<file path="config.mk">
export PLATFORM = sky130hd
export DESIGN_NAME = cartridge_bank_and_irq_mapper
export DESIGN_NICKNAME = d
export VERILOG_FILES = /design/src/cbim_pkg.sv /design/src/cartridge_bank_and_irq_mapper.sv
export SDC_FILE = /design/constraint.sdc
export NUM_CORES = 1
export LEC_CHECK = 0
export BUFFER_PORTS_ARGS = -buffer_cell sky130_fd_sc_hd__buf_2
export CAP_MARGIN = 20
export CORE_ASPECT_RATIO = 1.5
export CORE_MARGIN = 4
export CORE_UTILIZATION = 32
export DETAILED_ROUTE_END_ITERATION = 8
export PLACE_DENSITY_LB_ADDON = 0.3
export SYNTH_ARGS = -nofsm -noshare
export SYNTH_HDL_FRONTEND = slang
export SYNTH_SLANG_ARGS = --single-unit
</file>
<file path="constraint.sdc">
create_clock -name i_clk -period 5.1 [get_ports i_clk]
set_input_delay 1.02 -clock i_clk [delete_from_list [all_inputs] [get_ports i_clk]]
set_output_delay 1.02 -clock i_clk [all_outputs]
set_load 0.03 [all_outputs]
</file>
<file path="src/cbim_pkg.sv">
`default_nettype none

package cbim_pkg;

    typedef logic [7:0]  t_byte;
    typedef logic [14:0] t_count;

    // Transaction kinds
    localparam logic [1:0] REQ_LOW_READ   = 2'd0;
    localparam logic [1:0] REQ_LOW_WRITE  = 2'd1;
    localparam logic [1:0] REQ_HIGH_WRITE = 2'd2;
    localparam logic [1:0] REQ_TICK       = 2'd3;

    // Address decode masks
    localparam logic [15:0] LOW_DEC_MASK  = 16'hF800;
    localparam logic [15:0] HIGH_DEC_MASK = 16'hF003;

    // Low-area decodes
    localparam logic [15:0] LOW_CNT_LO = 16'h5000;
    localparam logic [15:0] LOW_CNT_HI = 16'h5800;

    // High-area decodes
    localparam logic [15:0] HI_PROG0   = 16'h8000;
    localparam logic [15:0] HI_MIRROR  = 16'h9000;
    localparam logic [15:0] HI_PROG1   = 16'hA000;
    localparam logic [15:0] HI_PAT0    = 16'hB000;
    localparam logic [15:0] HI_PAT1    = 16'hB002;
    localparam logic [15:0] HI_PAT2    = 16'hC000;
    localparam logic [15:0] HI_PAT3    = 16'hC002;
    localparam logic [15:0] HI_PAT4    = 16'hD000;
    localparam logic [15:0] HI_PAT5    = 16'hD002;
    localparam logic [15:0] HI_PAT6    = 16'hE000;
    localparam logic [15:0] HI_PAT7    = 16'hE002;
    localparam logic [15:0] HI_IRQ     = 16'hF001;

    // Counter constants
    localparam t_count COUNT_MAX   = 15'h7FFF;
    localparam t_byte  BIAS_LARGE  = 8'h12;
    localparam t_byte  BIAS_NORMAL = 8'h10;
    localparam t_byte  PAT_SPECIAL = 8'h20;
    localparam int     MIRROR_BIT  = 6;

    // Configuration register addresses
    localparam logic [0:0] CFG_LARGE_PAT_ROM = 1'b0;

endpackage

`default_nettype wire

</file>
<file path="src/cartridge_bank_and_irq_mapper.sv">
// The result is shown in the cycle after the input is accepted.
// Throughput: one transaction per cycle; the input stalls only while a
// shown result is itself stalled.
// Reset (i_rst_n low, synchronous): banks return to their power-up map,
// the counter, enable and interrupt clear, and no result is shown.
`default_nettype none

module cartridge_bank_and_irq_mapper (
    input  wire logic        i_clk,
    input  wire logic        i_rst_n,
    // configuration port
    input  wire logic        psel,
    input  wire logic        penable,
    input  wire logic        pwrite,
    input  wire logic [0:0]  paddr,
    input  wire logic [31:0] pwdata,
    output logic      [31:0] prdata,
    output logic             pready,
    // request channel
    input  wire logic        i_in_valid,
    output logic             o_in_stall,
    input  wire logic [1:0]  i_req_type,
    input  wire logic [15:0] i_addr,
    input  wire logic [7:0]  i_data,
    input  wire logic [7:0]  i_cycles,
    input  wire logic [2:0]  i_pattern_slot,
    // result channel
    output logic             o_out_valid,
    input  wire logic        i_out_stall,
    output logic [7:0]       o_read_data,
    output logic             o_irq_line,
    output logic             o_mirror_horizontal,
    output logic [7:0]       o_prog_bank_8000,
    output logic [7:0]       o_prog_bank_a000,
    output logic [7:0]       o_pattern_bank
);

    // Mapper state
    logic              r_large_pat_rom;
    cbim_pkg::t_count  r_irq_count,   n_irq_count;
    cbim_pkg::t_byte   r_cnt_arm,     n_cnt_arm;
    cbim_pkg::t_byte   r_pat_banks [8];
    cbim_pkg::t_byte   n_pat_banks [8];
    cbim_pkg::t_byte   r_prog0,       n_prog0;
    cbim_pkg::t_byte   r_prog1,       n_prog1;
    logic              r_mirror,      n_mirror;
    logic              r_irq,         n_irq;

    // Result register
    logic              r_out_valid;
    cbim_pkg::t_byte   r_read_data,   n_read_data;
    cbim_pkg::t_byte   r_pat_out;

    logic              in_accept;
    logic              cfg_write;
    logic [15:0]       low_dec;
    logic [15:0]       high_dec;
    logic [8:0]        biased_sum;
    cbim_pkg::t_byte   bias;
    cbim_pkg::t_byte   hi_value;
    logic [15:0]       tick_sum;

    assign o_in_stall = r_out_valid && i_out_stall;
    assign in_accept  = i_in_valid && !o_in_stall;

    // APB access
    assign pready    = 1'b1;
    assign cfg_write = psel && penable && pwrite && pready;
    assign prdata    = (paddr == cbim_pkg::CFG_LARGE_PAT_ROM) ?
                       {31'd0, r_large_pat_rom} : 32'd0;

    always_ff @(posedge i_clk) begin
        if (!i_rst_n) begin
            r_large_pat_rom <= 1'b0;
        end else if (cfg_write && paddr == cbim_pkg::CFG_LARGE_PAT_ROM) begin
            r_large_pat_rom <= pwdata[0];
        end
    end

    assign low_dec  = i_addr & cbim_pkg::LOW_DEC_MASK;
    assign high_dec = i_addr & cbim_pkg::HIGH_DEC_MASK;

    // Biased, halved counter high byte; zero stays zero
    assign bias       = (r_pat_banks[0] == cbim_pkg::PAT_SPECIAL) ?
                        cbim_pkg::BIAS_LARGE : cbim_pkg::BIAS_NORMAL;
    assign biased_sum = {1'b0, i_data} + {1'b0, bias};
    assign hi_value   = (i_data == 8'd0) ? 8'd0 : biased_sum[8:1];

    assign tick_sum = {1'b0, r_irq_count} + {8'd0, i_cycles};

    // Next state and read value for one transaction
    always_comb begin
        n_irq_count  = r_irq_count;
        n_cnt_arm    = r_cnt_arm;
        n_pat_banks  = r_pat_banks;
        n_prog0      = r_prog0;
        n_prog1      = r_prog1;
        n_mirror     = r_mirror;
        n_irq        = r_irq;
        n_read_data  = 8'd0;

        case (i_req_type)
            cbim_pkg::REQ_LOW_READ: begin
                if (low_dec == cbim_pkg::LOW_CNT_LO) begin
                    n_read_data = r_irq_count[7:0];
                end else if (low_dec == cbim_pkg::LOW_CNT_HI) begin
                    n_read_data = {1'b0, r_irq_count[14:8]};
                end else begin
                    n_read_data = i_addr[15:8];
                end
            end
            cbim_pkg::REQ_LOW_WRITE: begin
                if (low_dec == cbim_pkg::LOW_CNT_LO) begin
                    n_irq_count = {r_irq_count[14:8], i_data};
                    n_irq       = 1'b0;
                end
            end
            cbim_pkg::REQ_HIGH_WRITE: begin
                case (high_dec)
                    cbim_pkg::HI_PROG0:  n_prog0 = i_data;
                    cbim_pkg::HI_MIRROR: begin
                        if (r_large_pat_rom) begin
                            n_mirror = i_data[cbim_pkg::MIRROR_BIT];
                        end
                    end
                    cbim_pkg::HI_PROG1:  n_prog1 = i_data;
                    cbim_pkg::HI_PAT0:   n_pat_banks[0] = i_data;
                    cbim_pkg::HI_PAT1:   n_pat_banks[1] = i_data;
                    cbim_pkg::HI_PAT2:   n_pat_banks[2] = i_data;
                    cbim_pkg::HI_PAT3:   n_pat_banks[3] = i_data;
                    cbim_pkg::HI_PAT4:   n_pat_banks[4] = i_data;
                    cbim_pkg::HI_PAT5:   n_pat_banks[5] = i_data;
                    cbim_pkg::HI_PAT6:   n_pat_banks[6] = i_data;
                    cbim_pkg::HI_PAT7:   n_pat_banks[7] = i_data;
                    cbim_pkg::HI_IRQ: begin
                        n_irq_count = {hi_value[6:0], r_irq_count[7:0]};
                        n_cnt_arm   = hi_value;
                        n_irq       = 1'b0;
                    end
                    default: ;
                endcase
            end
            cbim_pkg::REQ_TICK: begin
                // saturating add while enabled
                if (r_cnt_arm != 8'd0) begin
                    if (tick_sum >= {1'b0, cbim_pkg::COUNT_MAX}) begin
                        n_irq_count = cbim_pkg::COUNT_MAX;
                        n_cnt_arm   = 8'd0;
                        n_irq       = 1'b1;
                    end else begin
                        n_irq_count = tick_sum[14:0];
                    end
                end
            end
            default: ;
        endcase
    end

    // State update
    always_ff @(posedge i_clk) begin
        if (!i_rst_n) begin
            r_irq_count  <= '0;
            r_cnt_arm    <= '0;
            r_prog0      <= 8'd0;
            r_prog1      <= 8'd1;
            r_mirror     <= 1'b0;
            r_irq        <= 1'b0;
            for (int i = 0; i < 8; i++) begin
                r_pat_banks[i] <= 8'(i);
            end
        end else if (in_accept) begin
            r_irq_count  <= n_irq_count;
            r_cnt_arm    <= n_cnt_arm;
            r_prog0      <= n_prog0;
            r_prog1      <= n_prog1;
            r_mirror     <= n_mirror;
            r_irq        <= n_irq;
            r_pat_banks  <= n_pat_banks;
        end
    end

    // Result register
    always_ff @(posedge i_clk) begin
        if (!i_rst_n) begin
            r_out_valid <= 1'b0;
        end else if (in_accept) begin
            r_out_valid <= 1'b1;
        end else if (!i_out_stall) begin
            r_out_valid <= 1'b0;
        end
    end

    always_ff @(posedge i_clk) begin
        if (in_accept) begin
            r_read_data <= n_read_data;
            r_pat_out   <= n_pat_banks[i_pattern_slot];
        end
    end

    assign o_out_valid         = r_out_valid;
    assign o_read_data         = r_read_data;
    assign o_irq_line          = r_irq;
    assign o_mirror_horizontal = r_mirror;
    assign o_prog_bank_8000    = r_prog0;
    assign o_prog_bank_a000    = r_prog1;
    assign o_pattern_bank      = r_pat_out;

endmodule

`default_nettype wire

</file>
==> results.toml, run 1 <==
[global_route]
antenna_found_initial = 0
gr-total-overflow = 0
grt_pass1_vias = 5772
grt_pass1_wl_mm = 32.1
gr-usage-all-layers_pct = 16.7
grt_max_degree = 61

[cts]
cts_buffers = 17
cts_max_level = 4
ctsResizeCount = 0
hold_buffers = 0
cts_tree = "yes"
clk_latency_ns = 0.41
cts_num_sinks = 123
cts_setup_buffers = 0
clkTransAtPathRegs_ns = 0.06
clock-root-buffer = "clkbuf_16"
clk_path_buf_depth = 2

[route]
routed_wirelength_mm = 20.5
vias = 6154
drt_first_pass_iters = 8
viasPerCell = 5.51
avgRoutedWirePerCell_microns = 18.3
antenna_left = 0
drc = 0
drt_iter0_drc = 651

[timing]
final.setup.tns_ns = 0
setup_violations = 0
grt_setup_unrepaired = "false"
fmax_ghz = 0.270
hold_violations = 0
clock_skew_ns = 0.00872
worstMarginPinSlew_ns = 1.05
period_minus_slack_ns = 3.70
maxSlewViolCount = 0
slew_headroom_pct = 29.9
finalCritPeriodShare_pct = 72.6

[yosys]
yosysTopAreaCell = "dfxtp_1"
ys_seq_elements = 123
yosysTopAreaCellShare_pct = 30.7
ys_seq_area_share_pct = 37.6
synth_common_cells = "dfxtp_1 (107), nand2_1 (92), nand3_1 (75)"
synth_flop_cell = "dfxtp_1"
synthArstFlopShare_pct = 0
yosysMostFrequentCell = "dfxtp_1"
avgSynthCellArea_sq_um = 8.75
synth-edff-count = 16
synth_warnings = 0
ys_top_cells_by_area = "dfxtp_1 (31%), edfxtp_1 (6.9%), nand3_1 (5.4%)"
synth_area_sq_um = 6980
synth_cell_types = 67
syn_inst = 798

[worst_setup_path]
crit_fanout = 10
critPathRequiredTime_ns = 5.36
cp-start-kind = "primary input"
critPathKind = "in -> reg"
arrival_ns = 3.97
end_kind = "flip-flop"

[cells_and_area]
final_nets = 923
drive_gt1_share_pct = 15.9
diodes = 0
fin_util_pct = 37.9
area_growth_pct = 15.1

[die]
rows = 65
io-pin-count = 146
dieHeight_microns = 189
dieArea_sq_um = 24300
die_width_microns = 129
core_area_sq_um = 21200
start_util_pct = 32.9

[power]
p_leak_nw = 3.00
total_power_mw = 2.57
vdd_drop_max_mv = 0.189
power_density_nw_per_um2 = 320

[flow_run]
drv_cap = 0

[outcome]
status = "complete, no violations"

[place]
place.detailed.hpwl_mm = 14.4
place.gp.congestion = 0.877
port_buffers = 76

[worst_hold_path]
holdCritPathClass = "reg -> reg"
==> kinds of logic after synthesis <==
family	count (synthesis)	synth area share [%]
and+or+nand+nor	313	22.7
muxes	46	8.05
DFF	123	37.6
adders and majority gates	11	2.08
AOI/OAI and AO/OA	179	20.4
buffers and inverters	114	7.90
other	2	0.108
xor gates and xnor gates	10	1.25
==> layer usage <==
metal	share of wire, %	global-route usage (%)	up-vias
li1	-	-	2963
met1	41	20.6	2918
met2	50	28.6	239
met3	6.0	3.08	34
met4	3.0	6.43	0
met5	0	0	-
==> layout by cell type (no fill, tap or decap), types with 10 or more instances in the layout <==
master     Yosys  layout
a21oi_1       19      19
nand3_1       75      75
buf_2          3      76
a222oi_1      32      32
a21boi_0      43      43
inv_1         17      17
o211ai_1      18      18
nand2b_1      11      11
clkbuf_16      0      18
conb_1         2      32
mux2i_1       37      37
edfxtp_1      16      16
nand2_1       92      92
dfxtp_1      107     107
ha_1          10      10
nor2_1        29      29
nor2b_1       40      40
==> registers in the layout (all words and copies together) (netlist names), 8 cells and up <==
name and count:
o_pattern_bank 8, o_prog_bank_a000 8, r_irq_count 15, o_prog_bank_8000 8, r_pat_banks 64, r_cnt_arm 8, o_read_data 8
==> stage by stage <==
stage | std cells | instance area [sq um] | worst slack [ns] | hold WS [ns]
after detailed placement | 1084 | 7410 | 1.00 | 0.458
after CTS | 1116 | 8040 | 1.44 | 0.465
after floorplan | 828 | 7090 | 1.55 | 0.442
after global routing | 1116 | 8040 | 1.21 | 0.485
after global placement | 1084 | 7410 | 1.04 | 0.450
final | 1116 | 8040 | 1.40 | 0.465
==> worst max-delay path: stages <==
cell,delay (ns)
buf_2,0.09
ha_1,0.15
inv_1,0.05
fa_1,0.39
nand2b_1,0.23
a21o_1,0.24
a31oi_2,0.41
nand3_1,0.17
a221o_1,0.41
a2111oi_4,0.63
o221ai_1,0.19
==> path summary, 6_finish.rpt <==
kind	from	to	slack [ns]	cells after the start
min reg2reg	r_pat_banks[38]	r_pat_banks[38]	0.46	2
max reg2reg	r_irq_count[0]	r_cnt_arm[6]	1.68	10
max	i_cycles[0]	r_cnt_arm[6]	1.40	11
min	r_pat_banks[38]	r_pat_banks[38]	0.46	2
==> area by class of cell <==
cell class | instances | area, sq um
Clock buffer | 26 | 520
Clock inverter | 6 | 108
Fill cell | 2191 | 13200
Inverter | 18 | 67.6
Multi-Input combinational cell | 591 | 3940
Sequential cell | 123 | 2620
Tap cell | 268 | 335
Timing Repair Buffer | 84 | 440
==> where the power goes <==
group	switching, mW	internal, mW	total, mW	leakage (nW)
sequential	0.0135	1.00	1.01	1.02
clock	0.425	0.849	1.27	0.306
combinational	0.199	0.0829	0.282	1.67
total	0.637	1.93	2.57	3.00
(Power assumes the default switching activity.)
==> run 2: changes to the inputs <==
Clock period 5.1 ns to 3 ns, I/O delays scaled along.
==> run 2 against run 1 <==
  * Combinational power increased by 98%
  * Critical path depth down 1
  * Via count up 4.1%
  * Critical path type is now reg -> reg
  * Global-route usage is 1.0 points higher
==> results.toml, run 2 (same netlist as run 1, synthesis figures left out) <==
[outcome]
status = "complete, no violations"

[place]
place_area_sq_um = 7970
port_buffers = 76
dp_slack_ns = -0.232
place.detailed.hpwl_mm = 15.9
place.gp.congestion = 0.877

[cts]
cts_buffers = 17
cts_tree = "yes"
clk_latency_ns = 0.42
hold_buffers = 0
cts_num_sinks = 123
clk_path_buf_depth = 2
ctsResizeCount = 0
cts_setup_buffers = 0
cts_max_level = 4
clkTransAtPathRegs_ns = 0.06
clock-root-buffer = "clkbuf_16"

[route]
drt_iter0_drc = 640
vias = 6406
antenna_left = 0
drt_first_pass_iters = 9
avgRoutedWirePerCell_microns = 18.2
drc = 0
routed_wirelength_mm = 21.7
viasPerCell = 5.39

[cells_and_area]
layout_commonest_cell = "dfxtp_1"
fillCellCount = 2183
largest_reg_flops = 64
reg.largest.list = "r_pat_banks (64), r_irq_count (15)"
fin_area_sq_um = 8550
largest_register = "r_pat_banks"
final_nets = 996
drive_gt1_share_pct = 23.0
diodes = 0
layout_common_cells = "dfxtp_1 (107), nand2_1 (92), buf_4 (78)"
area_growth_pct = 22.5

[power]
vdd_drop_max_mv = 0.350
clock_power_share_pct = 45.6
power.net_switching_mw = 1.16
p_leak_nw = 3.33
power_density_nw_per_um2 = 490
p_sw_share_pct = 27.7
total_power_mw = 4.19
p_int_mw = 3.03
combPwrFrac_pct = 13.3
power_frac_seq_pct = 41.1

[worst_setup_path]
end_kind = "flip-flop"
arrival_ns = 3.13
cp-start-kind = "flip-flop"
critPathKind = "reg -> reg"
crit_fanout = 9
critPathRequiredTime_ns = 3.29

[global_route]
antenna_found_initial = 1
grt_max_degree = 49
grt_pass1_wl_mm = 33.7
gr-total-overflow = 0
grt_pass1_vias = 6117
gr-usage-all-layers_pct = 17.7

[die]
die_width_microns = 129
dieHeight_microns = 189
io-pin-count = 146
dieArea_sq_um = 24300
rows = 65
start_util_pct = 32.9
core_area_sq_um = 21200

[timing]
maxSlewViolCount = 0
hold_violations = 0
worstMarginPinSlew_ns = 0.757
fmax_ghz = 0.352
slew_headroom_pct = 49.3
final.setup.tns_ns = 0
grt_setup_unrepaired = "false"
clock_skew_ns = 0.00899
setup_ws_ns = 0.156
period_minus_slack_ns = 2.84
finalCritPeriodShare_pct = 94.8
setup_violations = 0

[worst_hold_path]
holdCritPathClass = "in -> reg"

[flow_run]
drv_cap = 0
[run 2: changes by cell type in the layout (fill, tap and decap cells not counted), moves of 2 or more]
cell | before | now
buf_4 | 8 | 78
clkbuf_1 | 4 | 0
clkbuf_8 | 4 | 0
inv_6 | 0 | 4
clkinv_1 | 0 | 3
bufinv_16 | 3 | 1
[run 2: power by group through the flow]
stage               clock (mW)  combinational (mW)  sequential (mW)
finish                    1.91               0.558             1.72
detailed placement           0               0.546             1.76
CTS                       1.96               0.549             1.72
global placement             0               0.544             1.76
floorplan                    0               0.351             1.78
global route              2.01               0.600             1.72
[run 2: cell type report]
cell class              instances  area (sq um)  area share (%)
inverters                      18          67.6           0.790
clock inverters                15           121            1.42
flip-flops and latches        123          2620            30.7
well taps                     268           335            3.92
clock buffers                  17           425            4.98
repair buffers                157          1000            11.7
multi-input cells             591          3980            46.5
[run 2: per-layer routing]
layer / vias to the layer above / GRT usage [%] / part of all wire (%)
met5: - / 0 / 0.028
met4: 2 / 9.05 / 4.0
met3: 47 / 3.22 / 5.7
met2: 223 / 29.9 / 49
met1: 3027 / 21.3 / 41
li1: 3107 / - / -
[run 2: path summary, 6_finish.rpt]
path | startpoint | endpoint | slack (ns) | depth (start not counted)
hold reg to reg | r_pat_banks[17] | r_pat_banks[17] | 0.46 | 2
setup / recovery | r_irq_count[3] | r_cnt_arm[6] | 0.16 | 10
hold / removal | i_in_valid | o_out_valid | 0.39 | 2
setup reg to reg | r_irq_count[3] | r_cnt_arm[6] | 0.16 | 10
[run 2: worst max-delay path, cell delays in order, from the launching register on]
cell	delay [ns]
dfxtp_1	0.38
ha_1	0.27
o21ai_0	0.48
a21o_1	0.26
a31oi_4	0.13
buf_4	0.16
a21o_1	0.16
a221o_1	0.35
a2111oi_4	0.22
buf_6	0.19
o221ai_1	0.10
[run 2: through the flow]
stage               hold slack, ns  utilization [%]  cells
finish                       0.393             40.3   1189
global route                 0.408             40.3   1189
CTS                          0.382             40.1   1189
detailed placement           0.456             37.6   1157
global placement             0.449             37.5   1156
floorplan                    0.442                -    828
